<file path="src/hw/rtl/abs_pkg.sv">
package abs_pkg;

    // Width of the mask field on the input port.
    localparam int unsigned IN_MASK_W = 16;

    // Width of the count fields on the output port.
    localparam int unsigned COUNT_W = 9;

    // Action codes carried by an input beat.
    typedef enum logic [1:0] {
        ACT_CLEAR    = 2'd0,
        ACT_INSERT   = 2'd1,
        ACT_SUPERSET = 2'd2,
        ACT_MEMBER   = 2'd3
    } t_action;

    // Sequencer states, one-hot.
    typedef enum logic [3:0] {
        ST_IDLE   = 4'b0001,
        ST_SCAN   = 4'b0010,
        ST_FINISH = 4'b0100,
        ST_SPARE  = 4'b1000
    } t_state;

    // Relation of one stored entry to the mask under test.
    typedef struct packed {
        logic sup;      // valid entry contains the mask
        logic sub;      // valid entry is a strict subset of the mask
        logic exact;    // valid entry equals the mask
        logic free;     // slot is free, or becomes free through removal
    } t_abs_cmp;

endpackage

</file>
<file path="src/hw/rtl/abs_cmp.sv">
module abs_cmp #(
    parameter int unsigned MASK_BITS = 16
) (
    input  logic [MASK_BITS-1:0] i_mask,
    input  logic [MASK_BITS-1:0] i_entry,
    input  logic                 i_entry_valid,
    output abs_pkg::t_abs_cmp    o_rel
);

    logic w_contains;
    logic w_within;
    logic w_equal;

    // Subset tests in both directions plus equality.
    assign w_contains = ((i_entry & i_mask) == i_mask);
    assign w_within   = ((i_entry & i_mask) == i_entry);
    assign w_equal    = (i_entry == i_mask);

    // Only valid entries take part; an invalid slot is free.
    always_comb begin
        o_rel.sup   = i_entry_valid && w_contains;
        o_rel.sub   = i_entry_valid && w_within && !w_equal;
        o_rel.exact = i_entry_valid && w_equal;
        o_rel.free  = !i_entry_valid || (w_within && !w_equal);
    end

endmodule

</file>
<file path="src/hw/rtl/antichain_bitset_store.sv">
// A clear goes from the idle state straight to the finish state, which loads the result
// beat; an insert or a query first passes through the scan state, which reads the entry
// memory through its single read port one slot per cycle into one shared compare unit.
// One item at a time: the next input beat is taken once the result is loaded into the
// output register.
// Reset (synchronous, active low) empties the table at once; no clearing pass.
module antichain_bitset_store #(
    parameter int unsigned MASK_BITS = 16,
    parameter int unsigned CAPACITY  = 256
) (
    input  logic                          i_clk,
    input  logic                          i_rst_n,
    input  logic                          i_in_valid,
    output logic                          o_in_ready,
    input  logic [1:0]                    i_action,
    input  logic [abs_pkg::IN_MASK_W-1:0] i_set_mask,
    output logic                          o_out_valid,
    input  logic                          i_out_ready,
    output logic                          o_inserted,
    output logic                          o_found,
    output logic [abs_pkg::COUNT_W-1:0]   o_removed_count,
    output logic                          o_overflow,
    output logic [abs_pkg::COUNT_W-1:0]   o_entry_count
);

    localparam int unsigned IW  = $clog2(CAPACITY);
    localparam int unsigned CW  = $clog2(CAPACITY + 1);
    localparam int unsigned TW  = (CW > abs_pkg::COUNT_W) ? CW : abs_pkg::COUNT_W;
    localparam int unsigned LB  = (MASK_BITS < abs_pkg::IN_MASK_W) ? MASK_BITS
                                                                   : abs_pkg::IN_MASK_W;
    localparam logic [IW-1:0] LAST_IDX = IW'(CAPACITY - 1);

    abs_pkg::t_state     r_state;
    abs_pkg::t_action    r_action;
    logic [MASK_BITS-1:0] r_mask;
    logic [MASK_BITS-1:0] w_mask_in;

    logic [MASK_BITS-1:0] r_mem [CAPACITY];
    logic [MASK_BITS-1:0] r_rd_data;
    logic [CAPACITY-1:0]  r_valid;
    logic [TW-1:0]        r_total;

    logic [IW-1:0] r_rd_idx;
    logic          r_issue_done;
    logic [IW-1:0] r_cmp_idx;
    logic          r_cmp_vld;
    logic          r_cmp_last;

    logic          r_sup;
    logic          r_exact;
    logic          r_free_found;
    logic [IW-1:0] r_free_idx;
    logic [TW-1:0] r_removed;

    logic          w_do_insert;
    logic          w_out_free;
    logic          w_accept;

    abs_pkg::t_abs_cmp w_rel;

    // Bring the port mask to the universe width.
    always_comb begin
        w_mask_in = '0;
        for (int k = 0; k < LB; k++) begin
            w_mask_in[k] = i_set_mask[k];
        end
    end

    assign o_in_ready = (r_state == abs_pkg::ST_IDLE);
    assign w_accept   = i_in_valid && o_in_ready;
    assign w_out_free = !o_out_valid || i_out_ready;

    // The insert lands when no superset is stored and a slot is free.
    assign w_do_insert = (r_action == abs_pkg::ACT_INSERT) && !r_sup && r_free_found;

    // Shared compare unit, fed from the registered memory read.
    abs_cmp #(
        .MASK_BITS (MASK_BITS)
    ) u_cmp (
        .i_mask        (r_mask),
        .i_entry       (r_rd_data),
        .i_entry_valid (r_valid[r_cmp_idx]),
        .o_rel         (w_rel)
    );

    // Entry memory: one read per slot during the scan, one write when an insert completes.
    always_ff @(posedge i_clk) begin
        if (r_state == abs_pkg::ST_SCAN && !r_issue_done) begin
            r_rd_data <= r_mem[r_rd_idx];
        end
        if (r_state == abs_pkg::ST_FINISH && w_out_free && w_do_insert) begin
            r_mem[r_free_idx] <= r_mask;
        end
    end

    // Beat payload captured at acceptance.
    always_ff @(posedge i_clk) begin
        if (w_accept) begin
            r_action <= abs_pkg::t_action'(i_action);
            r_mask   <= w_mask_in;
        end
    end

    // Sequencer, scan bookkeeping, valid bits and the output register.
    always_ff @(posedge i_clk) begin
        if (!i_rst_n) begin
            r_state         <= abs_pkg::ST_IDLE;
            r_valid         <= '0;
            r_total         <= '0;
            r_rd_idx        <= '0;
            r_issue_done    <= 1'b0;
            r_cmp_idx       <= '0;
            r_cmp_vld       <= 1'b0;
            r_cmp_last      <= 1'b0;
            r_sup           <= 1'b0;
            r_exact         <= 1'b0;
            r_free_found    <= 1'b0;
            r_free_idx      <= '0;
            r_removed       <= '0;
            o_out_valid     <= 1'b0;
            o_inserted      <= 1'b0;
            o_found         <= 1'b0;
            o_removed_count <= '0;
            o_overflow      <= 1'b0;
            o_entry_count   <= '0;
        end else begin
            // The finish state reloads the output itself when the beat leaves.
            if (o_out_valid && i_out_ready && r_state != abs_pkg::ST_FINISH) begin
                o_out_valid <= 1'b0;
            end

            unique case (r_state)
                abs_pkg::ST_IDLE: begin
                    if (w_accept) begin
                        r_rd_idx     <= '0;
                        r_issue_done <= 1'b0;
                        r_cmp_vld    <= 1'b0;
                        r_cmp_last   <= 1'b0;
                        r_sup        <= 1'b0;
                        r_exact      <= 1'b0;
                        r_free_found <= 1'b0;
                        r_removed    <= '0;
                        if (abs_pkg::t_action'(i_action) == abs_pkg::ACT_CLEAR) begin
                            r_state <= abs_pkg::ST_FINISH;
                        end else begin
                            r_state <= abs_pkg::ST_SCAN;
                        end
                    end
                end

                abs_pkg::ST_SCAN: begin
                    // Issue one slot read per cycle.
                    r_cmp_vld <= !r_issue_done;
                    if (!r_issue_done) begin
                        r_cmp_idx  <= r_rd_idx;
                        r_cmp_last <= (r_rd_idx == LAST_IDX);
                        if (r_rd_idx == LAST_IDX) begin
                            r_issue_done <= 1'b1;
                        end else begin
                            r_rd_idx <= r_rd_idx + 1'b1;
                        end
                    end

                    // Compare the slot read in the previous cycle. A stored
                    // antichain cannot hold both a superset and a strict subset of
                    // the mask, so strict subsets are dropped as they are seen.
                    if (r_cmp_vld) begin
                        if (w_rel.sup) begin
                            r_sup <= 1'b1;
                        end
                        if (w_rel.exact) begin
                            r_exact <= 1'b1;
                        end
                        if (r_action == abs_pkg::ACT_INSERT) begin
                            if (w_rel.sub) begin
                                r_valid[r_cmp_idx] <= 1'b0;
                                r_total            <= r_total - 1'b1;
                                r_removed          <= r_removed + 1'b1;
                            end
                            if (w_rel.free && !r_free_found) begin
                                r_free_found <= 1'b1;
                                r_free_idx   <= r_cmp_idx;
                            end
                        end
                        if (r_cmp_last) begin
                            r_state <= abs_pkg::ST_FINISH;
                        end
                    end
                end

                abs_pkg::ST_FINISH: begin
                    // Commit the table change and load the result beat.
                    if (w_out_free) begin
                        o_out_valid     <= 1'b1;
                        o_inserted      <= w_do_insert;
                        o_overflow      <= (r_action == abs_pkg::ACT_INSERT) && !r_sup
                                           && !r_free_found;
                        o_removed_count <= r_removed[abs_pkg::COUNT_W-1:0];
                        case (r_action)
                            abs_pkg::ACT_SUPERSET: o_found <= r_sup;
                            abs_pkg::ACT_MEMBER:   o_found <= r_exact;
                            default:               o_found <= 1'b0;
                        endcase
                        if (r_action == abs_pkg::ACT_CLEAR) begin
                            r_valid       <= '0;
                            r_total       <= '0;
                            o_entry_count <= '0;
                        end else if (w_do_insert) begin
                            r_valid[r_free_idx] <= 1'b1;
                            r_total             <= r_total + 1'b1;
                            o_entry_count       <= abs_pkg::COUNT_W'(r_total + 1'b1);
                        end else begin
                            o_entry_count <= r_total[abs_pkg::COUNT_W-1:0];
                        end
                        r_state <= abs_pkg::ST_IDLE;
                    end
                end

                default: begin
                    r_state <= abs_pkg::ST_IDLE;
                end
            endcase
        end
    end

endmodule

</file>
<file path="config.mk">
export PLATFORM = sky130hd
export DESIGN_NAME = antichain_bitset_store
export DESIGN_NICKNAME = d
export VERILOG_FILES = /design/src/hw/rtl/abs_pkg.sv /design/src/hw/rtl/abs_cmp.sv /design/src/hw/rtl/antichain_bitset_store.sv
export SDC_FILE = /design/constraint.sdc
export NUM_CORES = 2
export LEC_CHECK = 0
export BUFFER_PORTS_ARGS = -buffer_cell sky130_fd_sc_hd__buf_2
export CAP_MARGIN = 20
export CORE_MARGIN = 2
export CORE_UTILIZATION = 65
export DETAILED_ROUTE_END_ITERATION = 6
export PLACE_DENSITY = 0.77
export SETUP_SLACK_MARGIN = 0.2
export SYNTH_ARGS = -nofsm -noshare
export SYNTH_HDL_FRONTEND = slang
export SYNTH_HIERARCHICAL = 1
export SYNTH_SLANG_ARGS = --single-unit
</file>
<file path="constraint.sdc">
create_clock -name i_clk -period 18 [get_ports i_clk]
set_clock_uncertainty 0.1 [all_clocks]
set_input_delay 0.9 -clock i_clk [delete_from_list [all_inputs] [get_ports i_clk]]
set_output_delay 0.9 -clock i_clk [all_outputs]
set_load 0.02 [all_outputs]
</file>
[Word level (Yosys, flattened, before mapping)]
Memory sizes are Yosys's and may differ from the RTL's. A register that Yosys moved wholly into a read port is not among the register bits.
Cells that the tools add are included.
Operators by class
  magnitude comparators: 4
  reductions and logical operators: 42
  equal/unequal tests: 23
  bitwise gates (word level): 5
  $add $sub $neg: 4
  muxes and demuxes: 58
Operators by type and width (number)
  $mux 256: 6
  $pmux 256 s2: 1
  $and 256x256->256: 1
  $not 256->256: 1
  $or 256x256->256: 1
  $mux 9: 10
  $eq 16x16->1: 3
  $pmux 9 s2: 2
  $mux 8: 3
  $reduce_and 4->1: 5
  $mux 1: 19
  $add 9x1->9 const B: 2
  $lt 8x9->1 const B: 2
  $logic_and 1x1->1: 17
  $and 16x16->16: 1
  $demux 1 s8: 2
  $ge 8x1->1 const B: 2
  $mux 4: 4
  $pmux 8 s2: 1
  $reduce_and 5->1: 3
  $pmux 1 s2: 7
  $ne 2x1->1 const B: 6
  $pmux 4 s3: 1
  $ne 2x2->1 const B: 5
  20 further kinds: 31
Word-level totals
  input bits: 22
  output and inout bits: 23
  memories: 1
  bits in writable memories: 4096
  flip-flop bits (word level): 348
  logic and storage cells: 158
Memories
  r_mem: depth 256, width 16, rd ports 1, clocked after memory_dff 1, write ports 1, RTL line antichain_bitset_store.sv:38  | logic [MASK_BITS-1:0] r_mem [CAPACITY];

[Logic depth before layout (Yosys ltp)]
  word-level depth: 10
  depth in mapped cells: 19
  gate-level depth less buffers: 15

[Modules after synthesis]
The synthesis kept the hierarchy.
Modules (own cells, without submodules)
  antichain_bitset_store: area an instance 174751.4 sq um, sequential area each 130605.3 sq um, instances 1, cells each 9214
  abs_cmp: area an instance 651.9 sq um, sequential area each 0.0 sq um, instances 1, cells each 83

[Worst setup path after synthesis]
OpenSTA, ideal clock, no wires.
  path kind: register -> register
  start: register r_mask[2]
  end: register r_valid[130]
  setup time: 0.065 ns
  path slack: 11.956 ns
  stages on the path, launching flop included: 14
  path buffers: 1
  required time: 17.835 ns
  clock period less this slack: 6.044 ns
  data arrival time: 5.878 ns
  cells stage by stage: edfxtp_1 > inv_1 > ha_1 > nor4_1 > nand4_1 > nor3b_1 > inv_1 > o32ai_4 > o31a_2 > nand3_1 > nor3_2 > buf_2 > a21oi_1 > nor2_1
RTL lines
  from (decl): RTL line antichain_bitset_store.sv:35  | logic [MASK_BITS-1:0] r_mask;
  from (signal assigned): RTL line antichain_bitset_store.sv:100  | r_mask <= w_mask_in;
  to (signal assigned): RTL line antichain_bitset_store.sv:108  | r_valid <= '0;
  to (signal, indexed assignment): RTL line antichain_bitset_store.sv:176  | r_valid[r_cmp_idx] <= 1'b0;
  to (signal assigned): RTL line antichain_bitset_store.sv:205  | r_valid <= '0;
  to (decl): RTL line antichain_bitset_store.sv:40  | logic [CAPACITY-1:0] r_valid;

==> summary.md <==
### Outcome
• **run status** complete, but fails checks
• **violated checks** design-rule violations, max-slew violations

### Pwr
• **IR drop worst, VDD** 0.000107 V
• **Power Dens Cells** 109 nW/um^2
• **cell leakage power** 0.0603 uW

### Die
• **top-level I/O count** 45
• **Core Area** 268000 sq um
• **count of standard-cell rows** 190
• **Total Die Area** 274000 sq um
• **DIE HEIGHT** 523 microns
• **Die X** 523 microns
• **starting utilization of the core area** 65.4%

### STA
• **count of final setup violators** 0
• **final-report max-slew violation count** 66
• **measured slew at the worst slew-check pin** 1.54 ns
• **setup repair after global routing missed its margin** no
• **count of endpoints failing hold in the final timing report** 0
• **final hold slack** 0.0361 ns
• **headroom to the max-slew limit** -2.42%
• **time the final worst path needs with I/O delays and setup** 6.67 ns
• **share of the clock period used by the worst path** 37.1%
• **Total Negative Setup Slacks** 0 ns
• **timing-limited maximum frequency** 0.150 GHz

### Worst setup path
• **R2R depth** 10
• **worst setup path class** register to register
• **reg-to-reg slack, setup** 11.33 ns
• **Worst Path Max Fanout** 96
• **R2R Path Start** r_rd_idx[0]$_SDFFE_PN0P_
• **nature of the critical path startpoint** register
• **endpoint arrival time on the critical path** 7.31 ns
• **capturing element type of the critical path** register
• **critical path data required time** 18.63 ns
• **Reg2Reg Capture Point** r_rd_data[9]$_DFFE_PP_

### Route
• **Antenna Violating Nets Remaining** 0
• **Vias per Instance** 7.50
• **detailed-router iteration count before antenna repair** 7
• **total via count in the routed design** 102213
• **average detailed-routed wire length per instance** 39.2 microns
• **remaining routing DRC violations** 3
• **number of DRC markers after the initial detailed-route iteration** 18556
• **wirelength, routed** 534 mm

### Clocking
• **post-CTS setup buffer count** 0
• **CTS clock-pin slew for the worst setup and hold paths** 0.06 ns
• **clock tree sinks** 4459
• **Max Root-Sink Buffers** 4
• **number of gates resized after cts** 0
• **CTS Hold Bufs** 10
• **Skew-Pair Late Insertion Delay** 1.02 ns
• **buffer cell driving the clock tree root** clkbuf_16
• **CTS buffer count** 427
• **H-tree depth reported by CTS** 5
• **CTS tree** built

### Synth
• **leading cell types by count after synthesis** 4130 x edfxtp_1, 995 x mux4_2, 713 x a21oi_1
• **share of synthesized area occupied by flip-flops and latches** 74.5%
• **syn nets** 9355
• **syn avg cell area** 18.9 sq um
• **post-synthesis instance total** 9297
• **Area contributors post-synth** edfxtp_1 71%, mux4_2 13%, dfxtp_1 3.8%
• **register bit count reported by yosys** 4459
• **EDFF count, synth** 4130
• **most common flop cell mapped by yosys** edfxtp_1
• **top cell type by total area after synthesis** edfxtp_1
• **Netlist cell types** 88
• **Yosys warning count** 6
• **fraction of registers with async set/reset** 0%
• **netlist area before placement** 175000 sq um
• **cell with the most instances after synthesis** edfxtp_1
• **fraction of synthesized cell area taken by the top area cell type** 70.7%

### Global route
• **via count of the first global-routing pass** 98743
• **Global Route Usage Sum** 38.9%
• **pin count of the biggest net entering global routing** 258
• **initial antenna violation count** 38
• **global-route wire length before repair** 742 mm
• **total overflow reported by the global router** 0

### Finish
• **layout cells sized above 1** 23.2%
• **Layout Nets** 9740
• **FF+latch area** 131000 sq um
• **multi-input combinational cell area** 41500 sq um
• **final standard cell count with taps included and fillers excluded** 13629
• **area growth from synthesis to layout** 11.8%
• **count of fill cells added during filler insertion** 14744
• **post-layout utilization of the core** 73.1%

### Job
• **number of max-cap violations** 0

### Worst hold path
• **destination of the worst hold path** r_mask[6]$_DFFE_PP_
• **Worst Hold Class** input port to register
• **start point of the worst hold path** i_set_mask[6]
• **Hold Path Cell Cnt** 1

### Placement
• **global placement routability congestion** 0.922
• **sum of net half-perimeters after detailed placement** 304 mm
• **total instance count after detailed placement** 12766
• **total of buffers placed on input and output ports** 44

[final cells by class]
type                            instances  area share (%)
Tap cell                             3552            2.27
Antenna cell                           36          0.0460
Clock buffer                          521            5.77
Inverter                               48          0.0957
Multi-Input combinational cell       4156            21.2
Timing Repair Buffer                  590            2.49
Sequential cell                      4459            66.6
Clock inverter                        267            1.51
[layout by cell type, fill, tap and decap left out, types with 92 or more instances in the layout]
cell type     n
dfxtp_1     320
buf_4       477
nand2_1     190
a221oi_1     92
mux4_2      995
o21ai_0     325
a21oi_1     713
edfxtp_1   4130
clkbuf_16   434
nor2_1      630
mux2i_1     339
a22oi_1     181
[worst max path at each step]
| stage | slack (ns) | endpoint | cells after the start | start |
|---|---|---|---|---|
| final | 11.33 | r_rd_data[9]$_DFFE_PP_ | 10 | r_rd_idx[0]$_SDFFE_PN0P_ |
| after global routing | 10.90 | r_rd_data[3]$_DFFE_PP_ | 11 | r_rd_idx[0]$_SDFFE_PN0P_ |
| after CTS | 11.26 | r_rd_data[3]$_DFFE_PP_ | 11 | r_rd_idx[0]$_SDFFE_PN0P_ |
| after detailed placement | 11.37 | r_rd_data[3]$_DFFE_PP_ | 11 | r_rd_idx[0]$_SDFFE_PN0P_ |
| after global placement | 10.86 | r_rd_data[4]$_DFFE_PP_ | 8 | r_rd_idx[0]$_SDFFE_PN0P_ |
| after floorplan | 11.96 | r_valid[130]$_SDFFE_PN0P_ | 13 | r_mask[2]$_DFFE_PP_ |
[worst max-delay path, cell delays in order (launching register included)]
cell	delay [ns]
dfxtp_4	0.86
buf_4	0.70
buf_12	0.51
buf_12	0.57
buf_4	0.92
mux4_2	0.62
a22oi_1	0.24
o21ai_0	0.17
a32o_1	0.33
a21oi_1	0.65
a221oi_1	0.18
[state kept, by name, summed over array words and instances, names as in the netlist, 9 cells and up]
name and flops:
o_entry_count 9, o_removed_count 9, r_mask 16, r_mem 4096, r_rd_data 16, r_removed 9, r_total 9, r_valid 256
[kinds of logic after synthesis]
| family | share of synthesized area, % |
|---|---|
| flip-flops | 74.5 |
| AO/OA/AOI/OAI | 5.52 |
| multiplexers | 14.8 |
| AND/OR/NAND/NOR | 2.82 |
| buffers and inverters | 2.07 |
| adder cells (fa/ha/maj) | 0.257 |
| XOR/XNOR | 0.0949 |
[report_power, final]
part	internal, uW	leakage (uW)	switching, uW
registers	11500	0.0398	17.7
clock network	5200	0.00694	4000
logic	158	0.0136	563
total	16900	0.0603	4580
[routing by layer]
metal | share of wire [%] | track usage [%] | vias to the layer above
met1 | 32 | 50.6 | 51635
met4 | 7.6 | 24.8 | 26
met2 | 45 | 56.9 | 9875
met5 | 0.035 | 0 | -
met3 | 15 | 13.3 | 1894
li1 | - | - | 38783
[through the flow]
stage	instance area, sq um	total power (uW)	setup slack (ns)
detailed placement	181000	12400	11.37
floorplan	175000	12200	11.96
global route	196000	21900	10.90
CTS	196000	21400	11.26
finish	196000	21500	11.33
global placement	181000	12400	10.86
(Power assumes the default switching activity.)
